<file path="config.mk">
export PLATFORM = sky130hd
export DESIGN_NAME = keypad_scan_debounce_top
export DESIGN_NICKNAME = d
export VERILOG_FILES = /design/src/rtl/kpsd_pkg.sv /design/src/rtl/keypad_scan_debounce_top.sv
export SDC_FILE = /design/constraint.sdc
export NUM_CORES = 1
export LEC_CHECK = 0
export BUFFER_PORTS_ARGS = -buffer_cell sky130_fd_sc_hd__buf_4
export CORE_ASPECT_RATIO = 0.5
export CORE_MARGIN = 2
export CORE_UTILIZATION = 30
export CTS_BUF_LIST = sky130_fd_sc_hd__clkbuf_8
export CTS_CLUSTER_SIZE = 12
export DETAILED_ROUTE_END_ITERATION = 8
export SKIP_LAST_GASP = 1
export SLEW_MARGIN = 10
export SYNTH_ARGS = -nofsm -noshare
export SYNTH_HDL_FRONTEND = slang
export SYNTH_SLANG_ARGS = --single-unit
</file>
<file path="constraint.sdc">
create_clock -name i_clk -period 3.58 [get_ports i_clk]
set_input_delay 0.358 -clock i_clk [delete_from_list [all_inputs] [get_ports i_clk]]
set_output_delay 0.358 -clock i_clk [all_outputs]
set_load 0.02 [all_outputs]
</file>
<file path="src/rtl/kpsd_pkg.sv">
// ----------------------------------------------------------------------------
// kpsd_pkg
// Shared types, constants and the key character table for the keypad scanner
// with debounce.
// ----------------------------------------------------------------------------
package kpsd_pkg;

    localparam int ROW_COUNT = 4;
    localparam int COL_COUNT = 4;

    localparam int MATRIX_W  = 16;
    localparam int KEY_SLOTS = (ROW_COUNT * COL_COUNT > MATRIX_W) ?
                               MATRIX_W : ROW_COUNT * COL_COUNT;

    localparam int KEY_W    = 5;
    localparam int INDEX_W  = 4;
    localparam int CHAR_W   = 7;
    localparam int TIMER_W  = 16;
    localparam int APB_AW   = 3;
    localparam int APB_DW   = 32;

    typedef logic [KEY_W-1:0]   t_key;
    typedef logic [TIMER_W-1:0] t_ms;

    localparam t_key NO_KEY           = t_key'(16);
    localparam t_ms  DEBOUNCE_DEFAULT = t_ms'(40);
    localparam t_ms  MS_MAX           = '1;

    // register index, taken from paddr above the byte offset
    localparam logic REG_DEBOUNCE = 1'b0;

    typedef enum logic [1:0] {
        PH_SCAN     = 2'd0,
        PH_DETECTED = 2'd1,
        PH_PRESSED  = 2'd2,
        PH_RELEASED = 2'd3
    } t_phase;

    // first pressed key in row-major order, NO_KEY when none
    function automatic t_key first_key(input logic [MATRIX_W-1:0] matrix);
        t_key k;
        k = NO_KEY;
        for (int i = KEY_SLOTS - 1; i >= 0; i--) begin
            if (matrix[i]) begin
                k = t_key'(i);
            end
        end
        return k;
    endfunction

    function automatic logic [CHAR_W-1:0] key_char(input logic [INDEX_W-1:0] idx);
        logic [CHAR_W-1:0] c;
        case (idx)
            4'd0:    c = 7'h31; // 1
            4'd1:    c = 7'h32; // 2
            4'd2:    c = 7'h33; // 3
            4'd3:    c = 7'h55; // U
            4'd4:    c = 7'h34; // 4
            4'd5:    c = 7'h35; // 5
            4'd6:    c = 7'h36; // 6
            4'd7:    c = 7'h4B; // K
            4'd8:    c = 7'h37; // 7
            4'd9:    c = 7'h38; // 8
            4'd10:   c = 7'h39; // 9
            4'd11:   c = 7'h57; // W
            4'd12:   c = 7'h50; // P
            4'd13:   c = 7'h30; // 0
            4'd14:   c = 7'h44; // D
            4'd15:   c = 7'h42; // B
            default: c = '0;
        endcase
        return c;
    endfunction

endpackage

</file>
<file path="src/rtl/keypad_scan_debounce_top.sv">
// ----------------------------------------------------------------------------
// keypad_scan_debounce_top
// Debounced 4x4 matrix keypad scanner: priority encode, debounce state
// machine with millisecond timer, and one result per matrix sample.
// ----------------------------------------------------------------------------
// Each sample transfer (key matrix plus millisecond tick) yields exactly one
// result from the result register; a new sample is taken every cycle while the
// result register is empty or its result is being taken in the same cycle. The
// debounce state, timer and encoder sit between the input handshake and the
// result register, so the sustained rate is one sample per clock. A key is
// reported once, on the first sample in the pressed phase that shows no key at
// all. The user writes the debounce time (register 0, in millisecond ticks,
// reset value 40) over APB only with no sample in flight; nothing enforces it.
module keypad_scan_debounce_top (
    input  logic                           i_clk,
    input  logic                           i_rst_n,

    input  logic                           psel,
    input  logic                           penable,
    input  logic                           pwrite,
    input  logic [kpsd_pkg::APB_AW-1:0]    paddr,
    input  logic [kpsd_pkg::APB_DW-1:0]    pwdata,
    output logic [kpsd_pkg::APB_DW-1:0]    prdata,
    output logic                           pready,

    input  logic                           i_in_valid,
    output logic                           o_in_ready,
    input  logic [kpsd_pkg::MATRIX_W-1:0]  i_key_matrix,
    input  logic                           i_ms_tick,

    output logic                           o_out_valid,
    input  logic                           i_out_ready,
    output logic                           o_key_event,
    output logic [kpsd_pkg::INDEX_W-1:0]   o_key_index,
    output logic [kpsd_pkg::CHAR_W-1:0]    o_key_char
);
    import kpsd_pkg::*;

    t_ms                r_debounce_ms;
    t_phase             r_phase, n_phase;
    t_key               r_held_key, n_held_key;
    t_ms                r_elapsed_ms, n_elapsed_ms;
    logic               r_timer_run, n_timer_run;
    logic               r_out_valid;
    logic               r_key_event, n_key_event;
    logic [INDEX_W-1:0] r_key_index, n_key_index;
    logic [CHAR_W-1:0]  r_key_char, n_key_char;

    logic               in_xfer;
    logic               cfg_wr;
    t_key               seen;
    t_ms                ms_now;
    logic               timer_done;
    logic               do_check;

    // configuration port
    assign pready = 1'b1;
    assign cfg_wr = psel & penable & pwrite & pready;
    assign prdata = (paddr[APB_AW-1] == REG_DEBOUNCE) ?
                    APB_DW'(r_debounce_ms) : '0;

    always_ff @(posedge i_clk) begin
        if (!i_rst_n) begin
            r_debounce_ms <= DEBOUNCE_DEFAULT;
        end else if (cfg_wr && paddr[APB_AW-1] == REG_DEBOUNCE) begin
            r_debounce_ms <= pwdata[TIMER_W-1:0];
        end
    end

    // handshake
    assign o_in_ready = !r_out_valid || i_out_ready;
    assign in_xfer    = i_in_valid && o_in_ready;

    assign seen = first_key(i_key_matrix);

    // timer advances before the phase logic looks at it
    assign ms_now = (r_timer_run && i_ms_tick && r_elapsed_ms != MS_MAX) ?
                    r_elapsed_ms + t_ms'(1) : r_elapsed_ms;
    assign timer_done = r_timer_run && (ms_now >= r_debounce_ms);

    // next state
    always_comb begin
        n_phase = r_phase;
        case (r_phase)
            PH_SCAN: begin
                if (seen != NO_KEY) begin
                    n_phase = PH_DETECTED;
                end
            end
            PH_DETECTED: begin
                if (timer_done) begin
                    n_phase = (seen == r_held_key) ? PH_PRESSED : PH_SCAN;
                end
            end
            PH_PRESSED: begin
                if (seen != r_held_key) begin
                    n_phase = PH_RELEASED;
                end
            end
            PH_RELEASED: begin
                if (timer_done) begin
                    n_phase = (seen != NO_KEY && seen == r_held_key) ?
                              PH_PRESSED : PH_SCAN;
                end
            end
            default: n_phase = PH_SCAN;
        endcase
    end

    // outputs: held key, timer, result
    always_comb begin
        n_held_key  = r_held_key;
        n_key_event = 1'b0;
        do_check    = 1'b0;
        case (r_phase)
            PH_SCAN: begin
                if (seen != NO_KEY) begin
                    n_held_key = seen;
                    do_check   = 1'b1;
                end
            end
            PH_DETECTED: do_check = 1'b1;
            PH_PRESSED: begin
                if (seen != r_held_key) begin
                    do_check    = 1'b1;
                    n_key_event = (seen == NO_KEY);
                end
            end
            PH_RELEASED: do_check = 1'b1;
            default: do_check = 1'b0;
        endcase

        n_elapsed_ms = ms_now;
        n_timer_run  = r_timer_run;
        if (do_check) begin
            if (!r_timer_run) begin
                n_timer_run  = 1'b1;
                n_elapsed_ms = '0;
            end else if (timer_done) begin
                n_timer_run = 1'b0;
            end
        end

        n_key_index = n_key_event ? r_held_key[INDEX_W-1:0] : '0;
        n_key_char  = n_key_event ? key_char(r_held_key[INDEX_W-1:0]) : '0;
    end

    always_ff @(posedge i_clk) begin
        if (!i_rst_n) begin
            r_phase      <= PH_SCAN;
            r_held_key   <= NO_KEY;
            r_elapsed_ms <= '0;
            r_timer_run  <= 1'b0;
            r_out_valid  <= 1'b0;
        end else begin
            if (in_xfer) begin
                r_phase      <= n_phase;
                r_held_key   <= n_held_key;
                r_elapsed_ms <= n_elapsed_ms;
                r_timer_run  <= n_timer_run;
                r_out_valid  <= 1'b1;
            end else if (i_out_ready) begin
                r_out_valid  <= 1'b0;
            end
        end
    end

    always_ff @(posedge i_clk) begin
        if (in_xfer) begin
            r_key_event <= n_key_event;
            r_key_index <= n_key_index;
            r_key_char  <= n_key_char;
        end
    end

    assign o_out_valid = r_out_valid;
    assign o_key_event = r_key_event;
    assign o_key_index = r_key_index;
    assign o_key_char  = r_key_char;

`ifndef SYNTHESIS
    // a reported key always leaves the block in release confirmation
    a_event_phase: assert property (@(posedge i_clk) disable iff (!i_rst_n)
        (r_out_valid && r_key_event) |-> (r_phase == PH_RELEASED))
        else $error("key event without entering release phase");

    a_quiet_result: assert property (@(posedge i_clk) disable iff (!i_rst_n)
        (r_out_valid && !r_key_event) |-> (r_key_index == '0 && r_key_char == '0))
        else $error("nonzero key fields without event");

    // timer runs exactly in the two confirmation phases
    a_timer_phase: assert property (@(posedge i_clk) disable iff (!i_rst_n)
        r_timer_run == (r_phase == PH_DETECTED || r_phase == PH_RELEASED))
        else $error("timer state disagrees with phase");

    a_held_valid: assert property (@(posedge i_clk) disable iff (!i_rst_n)
        (r_phase != PH_SCAN) |-> (r_held_key < NO_KEY))
        else $error("no held key outside scan phase");

    a_stall_holds: assert property (@(posedge i_clk) disable iff (!i_rst_n)
        (r_out_valid && !i_out_ready) |=> (r_out_valid && $stable(r_phase)))
        else $error("state moved while result stalled");
`endif

endmodule

</file>
-- Word level (Yosys, flattened, before mapping)
Memory sizes are Yosys's and may differ from the RTL's. A register that Yosys moved wholly into a read port is not among the register bits.
Cells that the tools add are included.
- bits in registers: 46
- memory bits (read-only): 112
- input port bits: 59
- output and inout port bits: 47
- word-level logic and storage cells: 77
- memories: 1
- add/subtract/negate cells: 1
- $lt $le $gt $ge: 1
- equality and inequality tests: 12
- multiplexer cells: 36
- bitwise gates (word level): 3
- reduce and logical (&&, ||, !) cells: 15
- memory list (name ; depth ; width ; rd ports ; clocked after Yosys merged registers in ; wr ports ; line ; RTL):
    (no name shown) ; 16 ; 7 ; 1 ; 1 ; 0 ; kpsd_pkg.sv:53 ; case (idx)
- operators by type and width (operator ; number):
    $mux W5 ; 16
    $mux W16 ; 4
    $add A16 B1 Y16 const B ; 1
    $ge A16 B16 Y1 ; 1
    $ne A16 B16 Y1 const B ; 1
    $mux W2 ; 6
    $mux W1 ; 8
    $ne A2 B2 Y1 const B ; 4
    $pmux W2 S4 ; 1
    $logic_and A1 B1 Y1 ; 6
    $eq A5 B5 Y1 ; 1
    $eq A5 B5 Y1 const B ; 1
    $ne A5 B5 Y1 ; 1
    $ne A5 B5 Y1 const B ; 1
    $reduce_and A5 Y1 ; 1
    $eq A2 B2 Y1 const B ; 2
    $pmux W1 S3 ; 1
    $reduce_and A3 Y1 ; 1
    $and A1 B1 Y1 ; 2
    $eq A2 B1 Y1 const B ; 1
    $logic_not A1 Y1 ; 2
    $logic_not A2 Y1 ; 1
    $reduce_and A2 Y1 ; 1
    $reduce_bool A2 Y1 ; 1
    other kinds (3) ; 3

-- Depth between registers and ports, before layout
Gate-level depths: netlist of the first run.
- depth in word-level cells: 21
- mapped depth: 14
- depth with buffers taken out: 13

-- Worst setup path before layout of the first run
OpenSTA, ideal clock, no wires.
- path kind: reg2reg
- from: register r_elapsed_ms[10]
- to: register r_phase[1]
- setup time: 0.087 ns
- arrival: 2.752 ns
- data required time: 3.493 ns
- slack: 0.741 ns
- stages on the path, launching flop included: 12
- buffers on the path: 1
- period minus slack after synthesis: 2.839 ns
- cell sequence: dfxtp_1 > clkbuf_1 > and4_1 > nand4_1 > o31ai_1 > mux2_2 > ha_1 > a21o_1 > a21oi_1 > o21a_1 > o21a_1 > o31ai_1
- cells in the longest elaborated chain, start to end: 7
- elaborated cells between the ends (all ways): 9
- classes of those cells: 1 x add/sub; 1 x order compare; 3 x eq/ne; 1 x mux; 3 x reduce/logical
- ends and longest elaborated chain (element ; line ; RTL):
    start, declared ; keypad_scan_debounce_top.sv:42 ; t_ms r_elapsed_ms, n_elapsed_ms;
    start signal, assigned ; keypad_scan_debounce_top.sv:159 ; r_elapsed_ms <= n_elapsed_ms;
    parallel branches: the longest is 2 deep, another holds $add A16 B1 Y16 ; -- ;
    $mux W16 (*) ; keypad_scan_debounce_top.sv:77 ; assign ms_now = (r_timer_run && i_ms_tick && r_elapsed_ms != MS_MAX) ?
    $ge A16 B16 Y1 (*) ; keypad_scan_debounce_top.sv:79 ; assign timer_done = r_timer_run && (ms_now >= r_debounce_ms);
    $logic_and A1 B1 Y1 (*) ; keypad_scan_debounce_top.sv:79 ;
    $ne A2 B2 Y1 (no source line) ; -- ;
    $reduce_and A5 Y1 (no source line) (*) ; -- ;
    end signal, assigned ; keypad_scan_debounce_top.sv:157 ; r_phase <= n_phase;
    end, declared ; keypad_scan_debounce_top.sv:40 ; t_phase r_phase, n_phase;
Every way passes the cells marked *.
A chain may end at the register's enable or synchronous reset.

-- Worst setup path in the final report of the first run
- from: register r_timer_run
- to: register r_phase[0]
- cells in the longest elaborated chain, start to end: 7
- elaborated cells between the ends (all ways): 8
- classes of those cells: 1 x order compare; 2 x eq/ne; 1 x mux; 4 x reduce/logical
- ends and longest elaborated chain (element ; line ; RTL):
    start, declared ; keypad_scan_debounce_top.sv:43 ; logic r_timer_run, n_timer_run;
    start signal, assigned ; keypad_scan_debounce_top.sv:160 ; r_timer_run <= n_timer_run;
    $logic_and A1 B1 Y1 (2 in a row) ; keypad_scan_debounce_top.sv:77 ;
    $mux W16 ; keypad_scan_debounce_top.sv:77 ;
    $ge A16 B16 Y1 ; keypad_scan_debounce_top.sv:79 ;
    $logic_and A1 B1 Y1 (*) ; keypad_scan_debounce_top.sv:79 ;
    $ne A2 B2 Y1 (no source line) ; -- ;
    $reduce_and A5 Y1 (no source line) (*) ; -- ;
Mark *: on every way between the ends. The rest lies on a longest branch, timed or not.

==> reports/metrics.cfg, run 1 <==
[status]
outcome=complete, no violations

[finish]
postLayoutCellArea_um2=4318
drive_gt1_share_pct=18.24
area_growth_pct=19.49
diodes=0
fin_cells=675
final_nets=589

[cts]
clockBufferDepth=2
cts-root-buf=clkbuf_8
cts_setup_buffers=0
clock-sinks=53
clk_latency_ns=0.32
tritoncts=built
htree_levels=2
cts.repair.resized=0
hold_buffers=0
cts_buffers=5
clk_pin_slew_ns=0.11

[detailed_routing]
detail_route.wl_per_cell_um=13.06
firstDrtPassIters=4
drt-total-wl_mm=8.818
route.detailed.drc=0
route.antenna.remaining_nets=0
drtIter0Drc=202
avgViaCountPerCell=4.865
vias=3284

[yosys]
synth_compound_area_share_pct=18.70
synth_warnings=0
synth_top_family_by_area=simple AND/OR/NAND/NOR gates
synth_xor_area_share_pct=3.636
syn_avg_cell_area_um2=8.030
yosys.area_share.simple_pct=25.97
ys_seq_elements=53
synth_ff_type=dfxtp_1
syn_area_um2=3613
synthMuxAreaShare_pct=2.320
synth-edff-count=12
syn_inst=450
ys_types=64
ys_seq_area_share_pct=32.69
synthAdderAreaFrac_pct=7.271
async_reset_ff_share_pct=0

[worst_setup_path]
worstPathRequired_ns=3.85
cp_slowest_cell=dfxtp_1
r2r_end=r_phase[0]
cp_max_fo=8
cp-startpoint=r_timer_run
crit_path_end_kind=register
reg2reg_from=r_timer_run
r2r_slack_ns=0.41
cp-start-kind=register
worstSetupPathType=register to register
critical_path_arrival_ns=3.44
r2r_cells=12
critical-path-max-stage-delay_ns=0.50
worstPathCellList=nand2_1 -> or3_1 -> nor3_1 -> nand4_1 -> xnor2_1 -> ha_1 -> a21o_1 -> a21oi_1 -> o21ai_0 -> a32oi_1 -> o21a_1 -> and3_1

[grt]
grt_antenna_before_repair=0
grt_max_degree=37
grtUsageMet2_pct=23.35
grt_pass1_vias=2978
grt.met3_usage_pct=2.576
grt_usage_pct=13.54
grt_pass1_wl_mm=14.38
busiest_layer=met2
grt_util_met1_pct=18.08
gr-total-overflow=0

[min_path]
min_path_cells=3
min_from=pwdata[5]
hold_class=input pin to register
hold_path_end=r_debounce_ms[5]

[job]
drv_cap=0

[timing]
final_hold_viol_count=0
tns_ns=0
slew_viol_final=0
maxSlewHeadroom_pct=24.23
fmax_mhz=315.5
setup_viol=0
period_minus_slack_ns=3.170
tightest_slew_ns=1.126
rsz0062_at_grt=false
finalCritPeriodShare_pct=88.54
whs_ns=0.2590
fin_skew_ns=0.007278

[floorplanning]
coreArea_um2=11770
die_area_um2=12990
chipHeight_um=81.61
die_w_um=159.2
io_pins=106
num_rows=28
start_util_pct=30.70

[power]
p_per_area_nw_per_um2=282.3
p_leak_nw=1.759
ir_drop_mv=0.1228

[placed_design]
io_buffers=70
placed_area_um2=4223
dp.cells=667
globalplace.congestion=0.8151
hpwl_mm=6.633

## metrics by stage
step / util (%) / worst slack [ns] / power [mW]
after floorplan: - / 0.7411 / 0.7867
after global placement: 35.87 / 0.5220 / 0.8558
after detailed placement: 35.87 / 0.5082 / 0.8585
after CTS: 36.68 / 0.4528 / 1.236
after global routing: 36.68 / 0.08000 / 1.277
final: 36.68 / 0.4102 / 1.219
## worst max-delay path, delay by kind of cell (launching register included)
family                     cells  cell delay, ns
DFF                            1            0.50
xor gates and xnor gates       1            0.18
AOI/OAI and AO/OA              5            0.90
and+or+nand+nor                5            1.25
adders and majority gates      1            0.29
## area by class of cell
type / instances / area (um^2)
Clock buffer: 5 / 68.82
Clock inverter: 3 / 26.28
Fill cell: 1273 / 7453
Inverter: 31 / 116.4
Multi-Input combinational cell: 343 / 2156
Sequential cell: 53 / 1181
Tap cell: 165 / 206.4
Timing Repair Buffer: 75 / 563.0
## flip-flops by register name, summed over array words and instances, names as in the netlist
signal         flops
o_key_index        4
r_timer_run        1
o_key_event        1
r_elapsed_ms      16
r_phase            2
o_out_valid        1
r_debounce_ms     16
r_held_key         5
o_key_char         7
## layer usage
layer	share of wire, %	up-vias
met1	50	1527
met4	0.64	0
met5	0	-
li1	-	1684
met2	45	69
met3	3.9	4
## how the worst max path moves through the flow
stage | end | depth (start not counted)
after floorplan | r_phase[1] | 11
after global placement | r_phase[0] | 12
after detailed placement | r_phase[0] | 12
after CTS | r_phase[0] | 12
after global routing | r_phase[0] | 12
final | r_phase[0] | 12
## report_power, final
group	internal [mW]	total [mW]	switching [mW]	leakage, nW
Combinational	0.0793	0.204	0.125	1.26
Clock	0.143	0.375	0.232	0.0487
Sequential	0.626	0.640	0.0137	0.454
## cells in the final DEF (no fill, tap or decap), drive strengths merged, types with 2 or more instances in the layout
| cell | n |
|---|---|
| nand4b | 3 |
| o211ai | 10 |
| clkinv | 3 |
| o21ai | 12 |
| or3 | 2 |
| or4 | 9 |
| a21oi | 26 |
| o31ai | 8 |
| and4 | 3 |
| mux2i | 5 |
| dfxtp | 41 |
| edfxtp | 12 |
| o22ai | 2 |
| a2111oi | 2 |
| nor2 | 33 |
| o211a | 3 |
| a21o | 6 |
| nand2b | 6 |
| ha | 21 |
| xnor2 | 7 |
| nor3 | 8 |
| nor4 | 4 |
| nor2b | 4 |
| and3 | 4 |
| xor2 | 8 |
| inv | 31 |
| and2 | 9 |
| nand4 | 5 |
| o311ai | 2 |
| nand3 | 35 |
| clkbuf | 5 |
| a31oi | 7 |
| o21a | 3 |
| nand2 | 59 |
| conb | 17 |
| buf | 75 |
## cells by family (layout without fill, tap and decap cells)
group | count (synthesis) | after routing
AND/OR/NAND/NOR | 189 | 189
AO/OA/AOI/OAI | 94 | 94
buffers and inverters | 69 | 114
flip-flops | 53 | 53
adder cells (fa/ha/maj) | 21 | 21
XOR/XNOR | 15 | 15
multiplexers | 7 | 7
other | 2 | 17
## synth_stat cells, types with 5 or more instances
library cell  instances  area [um^2]
nand2_1              59        221.5
o211ai_1             10        75.07
a21oi_1              26        130.1
o31ai_1               6        45.04
or4_1                 9        67.56
nor2_1               33        123.9
buf_4                17        127.6
and2_1                9        56.30
nor3_1                8        40.04
edfxtp_1             12        360.4
dfxtp_1              41        820.8
mux2i_1               5        50.05
a21o_1                6        45.04
inv_1                30        112.6
o21ai_0              10        50.05
clkbuf_1             17        63.81
nand2b_1              6        37.54
nand3_1              35        175.2
nand4_1               5        31.28
ha_1                 21        262.8
xnor2_1               7        61.31
xor2_1                8        70.07
a31oi_1               6        37.54
Power figures use the tool's default switching activity.
==> run 2, diff against run 1 <==
TNS_END_PERCENT = 100   (was not set)
clock period = 2.9 ns   (was 3.58 ns; I/O delays follow)
==> run 2 against run 1 <==
Non-clock buffer count increased by 27. Clock power increased by 61%. Die area is the same. Sequential power is 23% higher. Sequential cell count did not move. Worst setup slack got worse by 0.26 ns. Sequential share of layout area down 1.8 points. Critical path type unchanged. Critical endpoint unchanged. Largest cell class unchanged.
==> reports/metrics.cfg, run 2 (same netlist as run 1, synthesis figures left out) <==
[grt]
grt_antenna_before_repair=0
grt_pass1_vias=3023
grt_pass1_wl_mm=14.64
grt_usage_pct=13.86
gr-total-overflow=0
grt_max_degree=37

[detailed_routing]
vias=3391
avgViaCountPerCell=4.830
route.detailed.drc=0
drtIter0Drc=147
route.antenna.remaining_nets=0
drt-total-wl_mm=9.146
firstDrtPassIters=4
detail_route.wl_per_cell_um=13.03

[worst_setup_path]
critical_path_arrival_ns=3.01
crit_family=compound AO/OA/AOI/OAI gates
worst-path-buf-inv=1
worstSetupPathType=register to register
cp-start-kind=register
cp_max_fo=5
crit_path_end_kind=register
worstPathCellList=and4_4 -> nand4_1 -> o31ai_2 -> buf_4 -> mux2_4 -> ha_1 -> a21o_1 -> a21oi_1 -> o21a_1 -> o21a_1 -> and3_1
cp_slowest_cell=dfxtp_1
worstPathRequired_ns=3.16
cpMostUsedCell=o21a_1
critical-path-max-stage-delay_ns=0.35

[status]
outcome=complete, no violations

[finish]
diodes=0
fin_util_pct=39.64
final_nets=616
register_area_um2=1194
final_common_cell=buf_4
drive_gt1_share_pct=27.93
area_growth_pct=29.12
fillers=1232
final_cell_mix=102 x buf_4, 58 x nand2_1, 33 x nand3_1
multiInputGateArea_um2=2250
postLayoutCellArea_um2=4666

[floorplanning]
die_area_um2=12990
coreArea_um2=11770
io_pins=106
chipHeight_um=81.61
num_rows=28
start_util_pct=30.70
die_w_um=159.2

[cts]
htree_levels=2
cts_buffers=5
tritoncts=built
clock-sinks=53
clk_latency_ns=0.32
clk_pin_slew_ns=0.10
hold_buffers=0
cts-root-buf=clkbuf_8
clockBufferDepth=2

[placed_design]
io_buffers=70
placed_area_um2=4395
hpwl_mm=6.758
globalplace.congestion=0.8228

[power]
internal-power_mw=1.224
ir_drop_mv=0.1732
p_sw_share_pct=26.42
power_frac_seq_pct=47.4
p_per_area_nw_per_um2=356.6
combPwrFrac_pct=16.3
switching_power_uw=439.5
finalPower_mw=1.664
p_clk_share_pct=36.3
p_leak_nw=1.939

[timing]
final_hold_viol_count=0
period_minus_slack_ns=2.748
setup_viol=0
slew_viol_final=0
finalCritPeriodShare_pct=94.76
tns_ns=0
fmax_mhz=363.9
tightest_slew_ns=1.130
fin_skew_ns=0.004973
maxSlewHeadroom_pct=23.95

[min_path]
hold_class=input pin to register

[job]
drv_cap=0

-- run 2: cell types whose count changed in the layout (fill, tap and decap cells not counted), sizes merged --
cell / previous run / this run
buf: 75 / 102
bufinv: 0 / 2
clkinv: 3 / 2
inv: 31 / 30
-- run 2: area by class of cell --
class | count | area share, %
clock buffers | 5 | 1.475
multi-input cells | 343 | 48.22
flip-flops and latches | 53 | 25.58
inverters | 31 | 2.494
repair buffers | 102 | 16.41
well taps | 165 | 4.425
clock inverters | 3 | 1.394
-- run 2: worst register-to-register path, stage by stage (launching register included) --
cell and delay, ns:
dfxtp_1 0.35, and4_4 0.26, nand4_1 0.16, o31ai_2 0.27, buf_4 0.19, mux2_4 0.32
ha_1 0.27, a21o_1 0.16, a21oi_1 0.18, o21a_1 0.22, o21a_1 0.17, and3_1 0.15
-- run 2: metal layers --
metal / share of wire [%] / up-vias / track usage (%)
li1: - / 1746 / -
met2: 45 / 61 / 23.39
met5: 0 / - / 0
met3: 3.6 / 9 / 2.424
met4: 1.0 / 0 / 3.727
met1: 50 / 1575 / 18.60
-- run 2: power groups by stage --
| stage | logic [mW] | registers (mW) | clock network, mW |
|---|---|---|---|
| global placement | 0.262 | 0.804 | 0 |
| finish | 0.271 | 0.788 | 0.605 |
| detailed placement | 0.265 | 0.804 | 0 |
| global route | 0.297 | 0.791 | 0.659 |
| floorplan | 0.160 | 0.811 | 0 |
| CTS | 0.266 | 0.788 | 0.625 |
-- run 2: metrics by stage --
stage,hold slack (ns),setup WS [ns],cells
6_report,0.1889,0.1519,702
5_1_grt,0.1797,-0.02814,702
4_1_cts,0.1791,0.02889,698
3_5_place_dp,0.4467,0.06784,690
3_3_place_gp,0.4431,0.1056,690
2_1_floorplan,0.4195,0.06110,465
-- run 2: final timing paths --
path | slack (ns) | start | cells past startpoint | to
setup reg to reg | 0.15 | r_elapsed_ms[13] | 11 | r_phase[0]
setup / recovery | 0.15 | r_elapsed_ms[13] | 11 | r_phase[0]
hold / removal | 0.19 | pwdata[5] | 3 | r_debounce_ms[5]
hold reg to reg | 0.46 | r_debounce_ms[12] | 2 | r_debounce_ms[12]
-- run 2: what timing repair did --
action                                  CTS  global route
endpoints found under the setup margin    0             3
setup buffers                             0             4
resized for setup                         0            33
==> run 3, diff against run 2 <==
PLACE_DENSITY_LB_ADDON = 0.2   (was not set)
==> run 3 against run 2 <==
First-iteration DRC count increased by 18%. Via count grew 0.44%. Maximum frequency is 2.3% lower. Global-route usage grew 0.25 points. Sequential share of layout area is 0.83 points lower. Critical path depth increased by 1. Wire length is 1.5% higher. Clock-buffer cell count unchanged. Final cell count up 1.9%. Combinational power up 4%. Worst hold slack improved by 0.0011 ns. Highest routed layer unchanged.
==> reports/metrics.cfg, run 3 (same netlist as run 1, synthesis figures left out) <==
[placed_design]
io_buffers=70
globalplace.congestion=0.7770
post-place-ws_ns=0.02561
hpwl_mm=7.041

[detailed_routing]
avgViaCountPerCell=4.764
detail_route.wl_per_cell_um=12.99
route.antenna.remaining_nets=0
vias=3406
route.detailed.drc=0
drt-total-wl_mm=9.287
drtIter0Drc=173
firstDrtPassIters=4

[worst_setup_path]
critical_path_arrival_ns=3.06
cp_slowest_cell=dfxtp_2
cpMostUsedCell=o21a_1
worstPathRequired_ns=3.14
worstSetupPathType=register to register
crit_family=compound AO/OA/AOI/OAI gates
crit_path_end_kind=register
cp-start-kind=register
worst-path-buf-inv=2
cp_max_fo=3
worstPathCellList=and3_4 -> nand4_1 -> buf_4 -> o31ai_4 -> buf_6 -> mux2_2 -> ha_1 -> a21o_1 -> a21oi_2 -> o21a_1 -> o21a_1 -> o31ai_1
critical-path-max-stage-delay_ns=0.35

[power]
ir_drop_mv=0.1304
finalPower_mw=1.694
p_per_area_nw_per_um2=352.0
p_leak_nw=2.017

[cts]
clockBufferDepth=2
clk_latency_ns=0.32
htree_levels=2
cts_buffers=5
clock-sinks=53
clk_pin_slew_ns=0.10
tritoncts=built
cts-root-buf=clkbuf_8

[timing]
final_hold_viol_count=0
rsz0062_at_grt=true
fin_skew_ns=0.002973
slew_viol_final=0
maxSlewHeadroom_pct=29.96
setup_slack_ns=0.08589
fmax_mhz=355.4
period_minus_slack_ns=2.814
finalCritPeriodShare_pct=97.04
setup_viol=0
tightest_slew_ns=1.041

[floorplanning]
die_w_um=159.2
num_rows=28
chipHeight_um=81.61
die_area_um2=12990
io_pins=106
coreArea_um2=11770
start_util_pct=30.70

[job]
drv_cap=0

[grt]
grt_usage_pct=14.12
gr-total-overflow=0
grt.met3_usage_pct=2.626
grtUsageMet2_pct=23.30
grt_max_degree=37
grt_pass1_vias=3049
grt_util_met1_pct=19.65
busiest_layer=met2
grt_antenna_before_repair=0
grt_pass1_wl_mm=14.90

[finish]
final_nets=629
final_cell_mix=112 x buf_4, 58 x nand2_1, 34 x nand3_1
area_growth_pct=33.17
final_common_cell=buf_4
drive_gt1_share_pct=29.09
diodes=0

[status]
outcome=complete, no violations

[min_path]
hold_class=input pin to register

==> run 3: changes by cell type in the layout (fill, tap and decap cells not counted), sizes merged <==
cell and change:
buf +13, clkinv -1, inv +1
==> run 3: metrics by stage <==
stage | utilization, % | hold WS (ns) | cells | cell area, um^2 | setup TNS, ns
4_1_cts | 39.64 | 0.1910 | 713 | 4666 | 0
3_5_place_dp | 38.40 | 0.4465 | 705 | 4521 | 0
3_3_place_gp | 38.40 | 0.4442 | 705 | 4521 | 0
2_1_floorplan | - | 0.4195 | 465 | 3670 | 0
5_1_grt | 40.88 | 0.1984 | 715 | 4812 | -0.1032
6_report | 40.88 | 0.1900 | 715 | 4812 | 0
==> run 3: path summary, 6_finish.rpt <==
path / slack [ns] / startpoint / end / depth (start not counted)
min reg2reg: 0.46 / r_debounce_ms[13] / r_debounce_ms[13] / 2
min: 0.19 / pwdata[3] / r_debounce_ms[3] / 3
max: 0.09 / r_elapsed_ms[6] / r_phase[1] / 12
max reg2reg: 0.09 / r_elapsed_ms[6] / r_phase[1] / 12
==> run 3: final cells by class <==
class	count	area, um^2
inverter	31	116.4
clock inverter	3	68.82
sequential	53	1191
timing repair buffer	115	883.3
fill	1265	6959
tap	165	206.4
multi-input combinational	343	2277
clock buffer	5	68.82
==> run 3: layer usage <==
layer	part of all wire [%]	vias up
met5	0	-
met4	0.65	0
met3	3.6	7
met2	44	55
met1	52	1583
li1	-	1761
==> run 3: worst register-to-register path: cells and delay by family, from the launching register on <==
family                     cells  cell delay (ns)
and+or+nand+nor                2             0.37
AOI/OAI and AO/OA              6             1.02
adders and majority gates      1             0.28
buffers and inverters          2             0.37
muxes                          1             0.34
DFF                            1             0.35
==> run 3: what timing repair did <==
action	in CTS	in global routing
buffers inserted	0	2
hold buffers	0	0
setup endpoints to repair	1	3
gates resized for setup	1	31
pin swaps	0	7
==> run 3: power by group <==
| part | internal, mW | switching (mW) | total [mW] |
|---|---|---|---|
| registers | 0.773 | 0.0155 | 0.788 |
| logic | 0.119 | 0.164 | 0.283 |
| clock network | 0.348 | 0.275 | 0.623 |
| total | 1.24 | 0.454 | 1.69 |
